--- config.mk ---
export PLATFORM = sky130hd
export DESIGN_NAME = tape_bits_to_pulses_encoder_unit
export DESIGN_NICKNAME = d
export VERILOG_FILES = /design/src/sv/tbpe_pkg.sv /design/src/sv/tbpe_cfg.sv /design/src/sv/tbpe_seq.sv /design/src/sv/tbpe_out.sv /design/src/sv/tape_bits_to_pulses_encoder_unit.sv
export SDC_FILE = /design/constraint.sdc
export NUM_CORES = 1
export LEC_CHECK = 0
export ABC_CLOCK_PERIOD_IN_PS = 4720
export BUFFER_PORTS_ARGS = -buffer_cell sky130_fd_sc_hd__buf_2
export CORE_AREA = 5 5 162 164
export CTS_CLUSTER_SIZE = 14
export DETAILED_ROUTE_END_ITERATION = 12
export DIE_AREA = 0 0 167 169
export HOLD_SLACK_MARGIN = 0.1
export PLACE_DENSITY = 0.61
export SLEW_MARGIN = 5
export SYNTH_ARGS = -nofsm -noshare
export SYNTH_HDL_FRONTEND = slang
export SYNTH_SLANG_ARGS = --single-unit
--- constraint.sdc ---
create_clock -name clk -period 4.72 [get_ports clk]
set_clock_uncertainty 0.1 [all_clocks]
set_input_delay 1.18 -clock clk [delete_from_list [all_inputs] [get_ports clk]]
set_output_delay 1.18 -clock clk [all_outputs]
set_load 0.03 [all_outputs]
--- src/sv/tbpe_pkg.sv ---
`default_nettype none

package tbpe_pkg;

  localparam int DUR_W  = 16;
  localparam int CNT_W  = 3;
  localparam int BYTE_W = 8;
  localparam int NBIT_W = 4;
  localparam int IDX_W  = 3;
  localparam int DATA_W = 64;
  localparam int PIDX_W = 2;

  localparam logic [CNT_W-1:0]  MAX_PULSES_PER_BIT = 3'd4;
  localparam logic [NBIT_W-1:0] BITS_PER_BYTE      = 4'd8;

  localparam logic [CNT_W-1:0]  RST_ZERO_CNT = 3'd2;
  localparam logic [CNT_W-1:0]  RST_ONE_CNT  = 3'd2;
  localparam logic [DATA_W-1:0] RST_ZERO_SEQ = 64'd56034135;
  localparam logic [DATA_W-1:0] RST_ONE_SEQ  = 64'd112068270;
  localparam logic [DUR_W-1:0]  RST_TAIL     = 16'd945;
  localparam logic              RST_INIT_LVL = 1'b0;

  // configuration register indexes
  typedef enum logic [IDX_W-1:0] {
    REG_ZERO_CNT = 3'd0,
    REG_ONE_CNT  = 3'd1,
    REG_ZERO_SEQ = 3'd2,
    REG_ONE_SEQ  = 3'd3,
    REG_TAIL     = 3'd4,
    REG_INIT_LVL = 3'd5
  } cfg_reg_t;

  typedef struct packed {
    logic [CNT_W-1:0]  zero_cnt;
    logic [CNT_W-1:0]  one_cnt;
    logic [DATA_W-1:0] zero_seq;
    logic [DATA_W-1:0] one_seq;
    logic [DUR_W-1:0]  tail;
    logic              init_lvl;
  } cfg_t;

  // one step of the sequencer towards the output stage
  typedef struct packed {
    logic             emit;
    logic             done;
    logic [DUR_W-1:0] dur;
    logic             lvl;
  } pulse_t;

  function automatic logic [CNT_W-1:0] clamp_count(input logic [CNT_W-1:0] c);
    return (c > MAX_PULSES_PER_BIT) ? MAX_PULSES_PER_BIT : c;
  endfunction

endpackage

`default_nettype wire

--- src/sv/tbpe_cfg.sv ---
`default_nettype none

module tbpe_cfg import tbpe_pkg::*; (
  input  wire logic              clk,
  input  wire logic              rst,
  input  wire logic              cfg_we,
  input  wire logic [IDX_W-1:0]  cfg_index,
  input  wire logic [DATA_W-1:0] cfg_data,
  output cfg_t                   cfg
);

  always_ff @(posedge clk) begin
    if (rst) begin
      cfg.zero_cnt <= RST_ZERO_CNT;
      cfg.one_cnt  <= RST_ONE_CNT;
      cfg.zero_seq <= RST_ZERO_SEQ;
      cfg.one_seq  <= RST_ONE_SEQ;
      cfg.tail     <= RST_TAIL;
      cfg.init_lvl <= RST_INIT_LVL;
    end else if (cfg_we) begin
      unique case (cfg_index)
        REG_ZERO_CNT: cfg.zero_cnt <= cfg_data[CNT_W-1:0];
        REG_ONE_CNT:  cfg.one_cnt  <= cfg_data[CNT_W-1:0];
        REG_ZERO_SEQ: cfg.zero_seq <= cfg_data;
        REG_ONE_SEQ:  cfg.one_seq  <= cfg_data;
        REG_TAIL:     cfg.tail     <= cfg_data[DUR_W-1:0];
        REG_INIT_LVL: cfg.init_lvl <= cfg_data[0];
        default: ;
      endcase
    end
  end

endmodule

`default_nettype wire

--- src/sv/tbpe_seq.sv ---
`default_nettype none

module tbpe_seq import tbpe_pkg::*; (
  input  wire logic              clk,
  input  wire logic              rst,
  input  wire cfg_t              cfg,
  input  wire logic              in_valid,
  output logic                   in_ready,
  input  wire logic [BYTE_W-1:0] data_byte,
  input  wire logic [NBIT_W-1:0] bits_in_byte,
  input  wire logic              block_start,
  input  wire logic              block_end,
  input  wire logic              can_take,
  output pulse_t                 pulse
);

  logic              busy;
  logic              lead;
  logic              tail;
  logic              level;
  logic [BYTE_W-1:0] shreg;
  logic [NBIT_W-1:0] nleft;
  logic [PIDX_W-1:0] pidx;

  logic              accept;
  logic              step;
  logic [CNT_W-1:0]  cur_cnt;
  logic [DATA_W-1:0] cur_seq;
  logic              bit_end;

  assign in_ready = !busy;
  assign accept   = in_valid && in_ready;
  assign step     = busy && can_take;

  // msb of the shift register is the bit on the line
  assign cur_cnt = clamp_count(shreg[BYTE_W-1] ? cfg.one_cnt : cfg.zero_cnt);
  assign cur_seq = shreg[BYTE_W-1] ? cfg.one_seq : cfg.zero_seq;
  assign bit_end = (cur_cnt == '0) || ({1'b0, pidx} == cur_cnt - CNT_W'(1));

  always_comb begin
    pulse.emit = 1'b0;
    pulse.done = 1'b0;
    pulse.dur  = '0;
    pulse.lvl  = level;
    if (step) begin
      if (lead) begin
        pulse.emit = 1'b1;
      end else if (nleft != '0) begin
        pulse.emit = (cur_cnt != '0);
        pulse.dur  = cur_seq[pidx*DUR_W +: DUR_W];
      end else if (tail) begin
        pulse.emit = 1'b1;
        pulse.dur  = cfg.tail;
      end else begin
        pulse.done = 1'b1;
      end
    end
  end

  always_ff @(posedge clk) begin
    if (rst) begin
      busy  <= 1'b0;
      lead  <= 1'b0;
      tail  <= 1'b0;
      level <= 1'b0;
      nleft <= '0;
      pidx  <= '0;
    end else if (accept) begin
      busy  <= 1'b1;
      shreg <= data_byte;
      nleft <= (bits_in_byte > BITS_PER_BYTE) ? BITS_PER_BYTE : bits_in_byte;
      lead  <= block_start && cfg.init_lvl;
      tail  <= block_end && (cfg.tail != '0);
      pidx  <= '0;
      if (block_start) begin
        level <= 1'b0;
      end
    end else if (step) begin
      if (lead) begin
        lead  <= 1'b0;
        level <= !level;
      end else if (nleft != '0) begin
        if (cur_cnt != '0) begin
          level <= !level;
        end
        if (bit_end) begin
          shreg <= {shreg[BYTE_W-2:0], 1'b0};
          nleft <= nleft - NBIT_W'(1);
          pidx  <= '0;
        end else begin
          pidx <= pidx + PIDX_W'(1);
        end
      end else if (tail) begin
        tail  <= 1'b0;
        level <= !level;
      end else begin
        busy <= 1'b0;
      end
    end
  end

endmodule

`default_nettype wire

--- src/sv/tbpe_out.sv ---
`default_nettype none

module tbpe_out import tbpe_pkg::*; (
  input  wire logic             clk,
  input  wire logic             rst,
  input  wire pulse_t           pulse,
  output logic                  can_take,
  output logic                  out_valid,
  input  wire logic             out_ready,
  output logic [DUR_W-1:0]      pulse_duration,
  output logic                  start_level,
  output logic                  last_of_run
);

  // one pulse held back until it is known whether another follows
  logic             hold_valid;
  logic [DUR_W-1:0] hold_dur;
  logic             hold_lvl;

  assign can_take = !out_valid || out_ready;

  always_ff @(posedge clk) begin
    if (rst) begin
      hold_valid <= 1'b0;
      out_valid  <= 1'b0;
    end else begin
      if (pulse.emit) begin
        hold_valid <= 1'b1;
        hold_dur   <= pulse.dur;
        hold_lvl   <= pulse.lvl;
      end else if (pulse.done) begin
        hold_valid <= 1'b0;
      end
      if ((pulse.emit || pulse.done) && hold_valid) begin
        out_valid      <= 1'b1;
        pulse_duration <= hold_dur;
        start_level    <= hold_lvl;
        last_of_run    <= pulse.done;
      end else if (out_valid && out_ready) begin
        out_valid <= 1'b0;
      end
    end
  end

endmodule

`default_nettype wire

--- src/sv/tape_bits_to_pulses_encoder_unit.sv ---
`default_nettype none

// Tape bit-to-pulse encoder. Each input transaction carries one data byte, the
// number of its leading bits to send (values above 8 count as 8) and block
// start/end flags. Bits go out msb first; a zero bit gives zero_pulse_count
// pulses from zero_sequence, a one bit one_pulse_count pulses from
// one_sequence (counts above 4 count as 4). Every pulse reports the line level
// at its start and the level flips after it. block_start reloads the level from
// initial_level and, when that is high, opens with a zero-length pulse;
// block_end adds a tail pulse when tail_duration is nonzero. last_of_run marks
// the final pulse of a byte; a byte that yields no pulse yields no output.
// Timing: the byte is walked bit by bit through a shift register, one pulse or
// one skipped zero-count bit per cycle, and the next byte is accepted only
// once the walk, lead and tail pulses included, has ended; a stalled output
// pauses the walk. Configuration is written through cfg_we/cfg_index/
// cfg_data, indexes 0 to 5 for zero count, one count, zero sequence, one
// sequence, tail and initial level, and must only change while idle.

module tape_bits_to_pulses_encoder_unit import tbpe_pkg::*; (
  input  wire logic              clk,
  input  wire logic              rst,
  // configuration write port
  input  wire logic              cfg_we,
  input  wire logic [IDX_W-1:0]  cfg_index,
  input  wire logic [DATA_W-1:0] cfg_data,
  // byte channel
  input  wire logic              in_valid,
  output logic                   in_ready,
  input  wire logic [BYTE_W-1:0] data_byte,
  input  wire logic [NBIT_W-1:0] bits_in_byte,
  input  wire logic              block_start,
  input  wire logic              block_end,
  // pulse channel
  output logic                   out_valid,
  input  wire logic              out_ready,
  output logic [DUR_W-1:0]       pulse_duration,
  output logic                   start_level,
  output logic                   last_of_run
);

  cfg_t   cfg;
  pulse_t pulse;
  logic   can_take;

  // register file, reset to the default pulse timings
  tbpe_cfg u_cfg (
    .clk       (clk),
    .rst       (rst),
    .cfg_we    (cfg_we),
    .cfg_index (cfg_index),
    .cfg_data  (cfg_data),
    .cfg       (cfg)
  );

  // bit-serial walker: lead pulse, data bits msb first, then tail;
  // owns the line level that carries over between transactions
  tbpe_seq u_seq (
    .clk          (clk),
    .rst          (rst),
    .cfg          (cfg),
    .in_valid     (in_valid),
    .in_ready     (in_ready),
    .data_byte    (data_byte),
    .bits_in_byte (bits_in_byte),
    .block_start  (block_start),
    .block_end    (block_end),
    .can_take     (can_take),
    .pulse        (pulse)
  );

  // holding stage plus output register; the held pulse is released when the
  // next pulse or the end of the byte arrives, with last_of_run at the end
  tbpe_out u_out (
    .clk            (clk),
    .rst            (rst),
    .pulse          (pulse),
    .can_take       (can_take),
    .out_valid      (out_valid),
    .out_ready      (out_ready),
    .pulse_duration (pulse_duration),
    .start_level    (start_level),
    .last_of_run    (last_of_run)
  );

endmodule

`default_nettype wire

Word-level counts from Yosys, hierarchy flattened

Cells that the tools add are included.

$lt $le $gt $ge: 2
Bitwise logic cells: 3
$add $sub $neg: 3
Multiply operators: 0
Reduce and logical (&&, ||, !) cells: 39
Eq/ne operators: 11
Multiplexer cells: 46
Divide/modulo/power cells: 0
Shift operators: 1

Operators by type and width:

| cell                                                                    | count |
|---|---|
| 64-bit 2-to-1 mux                                                       | 1 |
| 64-bit by 7-bit variable part select with 16-bit output                 | 1 |
| 8-bit 2-to-1 mux                                                        | 5 |
| 16-bit 2-to-1 mux                                                       | 2 |
| 1-bit 2-to-1 mux                                                        | 27 |
| 4-bit 2-to-1 mux                                                        | 6 |
| 18-bit 2-to-1 mux                                                       | 1 |
| 17-bit 2-to-1 mux                                                       | 1 |
| 2-bit AND reduction                                                     | 8 |
| 16-bit nonzero test                                                     | 1 |
| 4-bit AND reduction                                                     | 3 |
| 2-bit nonzero test                                                      | 5 |
| 4-bit nonzero test                                                      | 2 |
| 3-bit by 2-bit == test with 1-bit output, second input constant         | 2 |
| 3-bit == test, second input constant                                    | 2 |
| 1-bit logical AND                                                       | 6 |
| 3-bit logical NOT                                                       | 2 |
| 3-bit 2-to-1 mux                                                        | 2 |
| 2-bit inequality test, second input constant                            | 3 |
| 3-bit AND reduction                                                     | 2 |
| 5-bit AND reduction                                                     | 1 |
| 4-bit > comparator, second input constant                               | 1 |
| 4-bit by 2-bit inequality test with 1-bit output, second input constant | 1 |
| 2-bit OR reduction                                                      | 2 |
| other kinds (12)                                                        | 18 |

Latch bits: 0
Bits of input ports: 86
Bits in writable memories: 0
Memories: 0
Logic and storage cells: 125
Register bits: 206
Bits in read-only memories: 0

Logic depth before layout (Yosys ltp)

Word-level depth: 11
Gate-level depth with buffers: 10

Cells and area by module

From an unflattened synthesis, not the netlist that was laid out.

Cells, all modules: 859
Area total of the unflattened synthesis: 9537.9 µm²

By module, submodules not included:

| module   | times used | cells each | area each (µm²) |
|---|---|---|---|
| tbpe_cfg | 1          | 589        | 6183.4 |
| tbpe_seq | 1          | 225        | 2213.4 |
| tbpe_out | 1          | 45         | 1141.1 |

Least setup slack after synthesis

OpenSTA, ideal clock, no wires.

Kind: register -> register
From: reg u_seq.shreg[7]
To: reg u_out.last_of_run, enable pin
Data required time: 4.177 ns
Slack: 0.579 ns
Stages on the path, launching flop included: 9
Period minus slack after synthesis: 4.141 ns
Data arrival time: 3.598 ns
Library setup time: 0.443 ns
Cells stage by stage: edfxtp_1 -> buf_6 -> buf_1 -> clkbuf_1 -> a31oi_1 -> ha_1 -> nand2_1 -> or3_1 -> nor4bb_1

Cells in the longest elaborated chain, start to end: 10

RTL lines:

| what                                   | line           | RTL |
|---|---|---|
| start, declared                        | tbpe_seq.sv:21 | `logic [BYTE_W-1:0] shreg;` |
| start signal, assigned                 | tbpe_seq.sv:70 | `shreg <= data_byte;` |
| start signal, assigned                 | tbpe_seq.sv:87 | `shreg <= {shreg[BYTE_W-2:0], 1'b0};` |
| 3-bit 2-to-1 mux *                     | tbpe_seq.sv:36 | `assign cur_cnt = clamp_count(shreg[BYTE_W-1] ? cfg.one_cnt : cfg.zero_cnt);` |
| 3-bit > comparator                     | tbpe_pkg.sv:51 | `return (c > MAX_PULSES_PER_BIT) ? MAX_PULSES_PER_BIT : c;` |
| 3-bit 2-to-1 mux *                     | tbpe_pkg.sv:51 |  |
| 3-bit nonzero test *                   | tbpe_seq.sv:49 | `pulse.emit = (cur_cnt != '0);` |
| 1-bit 2-to-1 mux *                     | tbpe_seq.sv:48 | `end else if (nleft != '0) begin` |
| 1-bit 2-to-1 mux *                     | tbpe_seq.sv:46 | `if (lead) begin` |
| 18-bit 2-to-1 mux *                    | tbpe_seq.sv:45 | `if (step) begin` |
| 1-bit logical OR *                     | tbpe_out.sv:34 | `if ((pulse.emit \|\| pulse.done) && hold_valid) begin` |
| 1-bit logical AND *                    | tbpe_out.sv:34 |  |
| 2-bit AND reduction (no source line) * | n/a            |  |
| end signal, assigned                   | tbpe_out.sv:38 | `last_of_run <= pulse.done;` |
| end, declared                          | tbpe_out.sv:12 | `output logic last_of_run` |

Every way passes the cells marked *; elsewhere a longest branch is shown, timed or not.
A chain may end at the register's enable or synchronous reset.

Worst setup path after layout

From: reg u_seq.shreg[7]
To: reg u_seq.shreg[0], enable pin

Cells in the longest elaborated chain, start to end: 8

RTL lines:

| what                                        | line           | RTL |
|---|---|---|
| 3-bit 2-to-1 mux *                          | tbpe_seq.sv:36 |  |
| 3-bit > comparator                          | tbpe_pkg.sv:51 |  |
| 3-bit 2-to-1 mux *                          | tbpe_pkg.sv:51 |  |
| 3-bit by 1-bit subtractor with 3-bit output | tbpe_seq.sv:38 | `assign bit_end = (cur_cnt == '0) \|\| ({1'b0, pidx} == cur_cnt - CNT_W'(1));` |
| 2-bit by 3-bit == test with 1-bit output    | tbpe_seq.sv:38 |  |
| 1-bit logical OR *                          | tbpe_seq.sv:38 |  |
| 2-bit nonzero test (no source line) *       | n/a            |  |
| 5-bit AND reduction (no source line) *      | n/a            |  |

Marks and branches as above.

==> results.json <==
{
  "outcome": "complete, no violations",
  "cp_slowest_cell": "a21oi_1",
  "power_density_nw_per_um2": 389,
  "grt_max_degree": 67,
  "endpoint_kind": "flop",
  "rr_worst_depth": 7,
  "cts_buffer_depth": 3,
  "setup_slack_ps": 1480,
  "synth_compound_area_share_pct": 9.18,
  "fp.dieW_um": 167,
  "clkTransAtPathRegs_ps": 60,
  "wire_per_inst_um": 16.1,
  "dpl.hpwl_um": 14500,
  "hold_viol_final": 0,
  "syn_area_sq_um": 8470,
  "power_leakage_nw": 3.65,
  "slew_viol_final": 0,
  "cts_buffers": 23,
  "post-route-period-util_pct": 68.5,
  "fillCellCount": 2429,
  "worstPathRequired_ps": 4750,
  "max-slew-margin-rel_pct": 35.3,
  "final_net_count": 1089,
  "synth_cell_types": 47,
  "die_area_sq_um": 28200,
  "power_frac_comb_pct": 8.6,
  "period_minus_slack_ps": 3240,
  "synthFlopType": "dfxtp_1",
  "crit_type": "reg -> reg",
  "ios": 106,
  "rrSetupSlack_ps": 1480,
  "htreeDepth": 1,
  "r2r-start": "u_seq.shreg[7]",
  "synthMuxAreaShare_pct": 11.6,
  "pre_cts_slack_ps": 1120,
  "grt_pass1_wl_um": 34900,
  "syn_avg_cell_area_sq_um": 9.17,
  "cts-root-buf": "clkbuf_16",
  "cts.repair.resized": 0,
  "path_delay_family": "compound AO/OA/AOI/OAI gates",
  "core_area_sq_um": 24700,
  "cts_tree": "built",
  "cp-start-kind": "flop",
  "synth-adder-area-share_pct": 0.443,
  "ir_drop_mv": 0.152,
  "vias": 6619,
  "totalWireLength_um": 21700,
  "hold_buffers": 0,
  "min_from": "u_out.hold_dur[3]",
  "synth_commonest_cells": "nand2_1 (332), dfxtp_1 (163), a21oi_1 (118)",
  "clk_latency_ps": 500,
  "vias_per_cell": 4.91,
  "yosys.area.top_type_share_pct": 38.5,
  "groute.usage.overall_pct": 15.1,
  "start_util_pct": 34.2,
  "async_flop_share_pct": 0,
  "syn2layout_area_growth_pct": 17.9,
  "p_int_mw": 2.95,
  "total_power_mw": 3.88,
  "crit_fanout": 8,
  "critPathLaunch": "u_seq.shreg[7]",
  "worst_pin_slew_ps": 970,
  "min_to": "u_out.pulse_duration[3]",
  "place_congestion": 0.765,
  "max_freq_mhz": 309,
  "antenna_found_initial": 4,
  "slowest_delay_ps": 610,
  "arrival_ps": 3260,
  "synth_top_family_by_area": "simple AND/OR/NAND/NOR gates",
  "syn-instance-count": 923,
  "fin_setup_tns_ps": 0,
  "grt_pass1_vias": 6476,
  "rsz0062_at_grt": "no",
  "syn-num-nets": 1012,
  "yosys_warnings": 0,
  "maxCapViolations": 0,
  "ant_nets": 0,
  "io_buffers": 105,
  "hold_path_class": "reg -> reg",
  "synth_xor_area_share_pct": 0.414,
  "clock_power_share_pct": 42.7,
  "drc": 0,
  "whs_path_depth": 0,
  "die_height_um": 169,
  "layout-drive-gt1-share_pct": 19.3,
  "yosys.area.top_type": "dfxtp_1",
  "grt_overflow": 0,
  "cp_cell_sequence": "nor3b_1 -> nor2_1 -> ha_1 -> xnor2_1 -> o41a_1 -> or2_1 -> a21oi_1",
  "yosys-top-cells-area": "dfxtp_1 (39%), edfxtp_1 (15%), nand2_1 (15%)",
  "yosysMostFrequentCell": "nand2_1",
  "ys_ff_latch": 206,
  "crit_buf_inv": 0,
  "setup_viol": 0,
  "rows": 58,
  "seqPwrFrac_pct": 48.7,
  "synth_edf_count": 43,
  "yosysSeqAreaShare_pct": 53.8,
  "dr.pass1.iters": 5,
  "drtIter0Drc": 399,
  "p_switching_uw": 933,
  "synthSimpleGateAreaFrac_pct": 21.0,
  "swShare_pct": 24.0,
  "cts_setup_buffers": 0,
  "r2r_end": "u_seq.shreg[0]",
  "clkSinkCount": 206
}
==> cell usage in the layout (no fill, tap or decap), drive strengths merged, types with 4 or more instances in the layout <==
cell and count:
clkbuf 33, nor3b 4, xnor2 4, nand2 332, nand3 43, dfxtp 163
inv 10, mux2i 25, buf 119, o21ai 20, clkinv 8, nor2 17
edfxtp 43, nor4 4, a21oi 118, nor3 6, mux4 32
==> final cells by class <==
cell class	instances	area, sq um	share of cell area (%)
multi-input cells	641	3640	36.5
well taps	330	413	4.14
flip-flops and latches	206	4560	45.6
inverters	9	33.8	0.338
clock buffers	33	646	6.47
repair buffers	119	633	6.34
diodes	1	2.50	0.0251
clock inverters	9	56.3	0.564
==> metrics by stage <==
stage / cell area (sq um) / util, % / hold WS, ps / instances
global route: 9980 / 40.3 / 328 / 1348
CTS: 9980 / 40.3 / 314 / 1347
finish: 9980 / 40.3 / 313 / 1348
detailed placement: 9280 / 37.5 / 305 / 1305
floorplan: 8470 / - / 300 / 923
global placement: 9280 / 37.5 / 306 / 1305
==> cells by family (layout without fill, tap and decap cells) <==
logic type / after synthesis / in the layout
and+or+nand+nor: 429 / 429
DFF: 206 / 206
AOI/OAI and AO/OA: 148 / 148
buffers and inverters: 76 / 170
muxes: 57 / 57
xor gates and xnor gates: 4 / 4
adders and majority gates: 3 / 3
other: 0 / 1
==> layer usage <==
layer / up-vias / GRT usage (%) / wire length (um)
li1: 3302 / - / -
met1: 3130 / 20.8 / 9870
met2: 147 / 24.6 / 10200
met3: 34 / 2.66 / 1090
met4: 6 / 3.88 / 430
met5: - / 0 / 41
==> worst max path at each step <==
stage / end / slack (ps) / cells past startpoint
floorplan: u_out.last_of_run / 580 / 8
global placement: u_seq.shreg[0] / 1140 / 5
detailed placement: u_seq.shreg[0] / 1120 / 5
CTS: u_seq.shreg[1] / 1490 / 7
global route: u_seq.shreg[0] / 1240 / 7
finish: u_seq.shreg[0] / 1480 / 7
==> power groups by stage <==
stage	combinational, mW	clock (mW)	sequential (mW)
after floorplan	0.216	0	1.92
after global placement	0.332	0	1.93
after detailed placement	0.336	0	1.93
after CTS	0.337	1.70	1.89
after global routing	0.370	1.78	1.90
final	0.333	1.66	1.89
==> worst reg2reg max path: stages (launching register included) <==
cell      delay [ps]
edfxtp_1         510
nor3b_1          380
nor2_1           110
ha_1             320
xnor2_1          120
o41a_1           420
or2_1            280
a21oi_1          610
==> sequential cells by signal (all words and copies together), names as in the netlist <==
register	flops
u_seq.shreg	8
u_seq.tail	1
u_seq.pidx	2
u_out.out_valid	1
u_out.hold_dur	16
u_seq.lead	1
u_seq.nleft	4
u_out.hold_lvl	1
u_out.pulse_duration	16
u_out.last_of_run	1
u_out.hold_valid	1
u_seq.busy	1
u_cfg.cfg	151
u_seq.level	1
u_out.start_level	1
(Power assumes the default switching activity.)
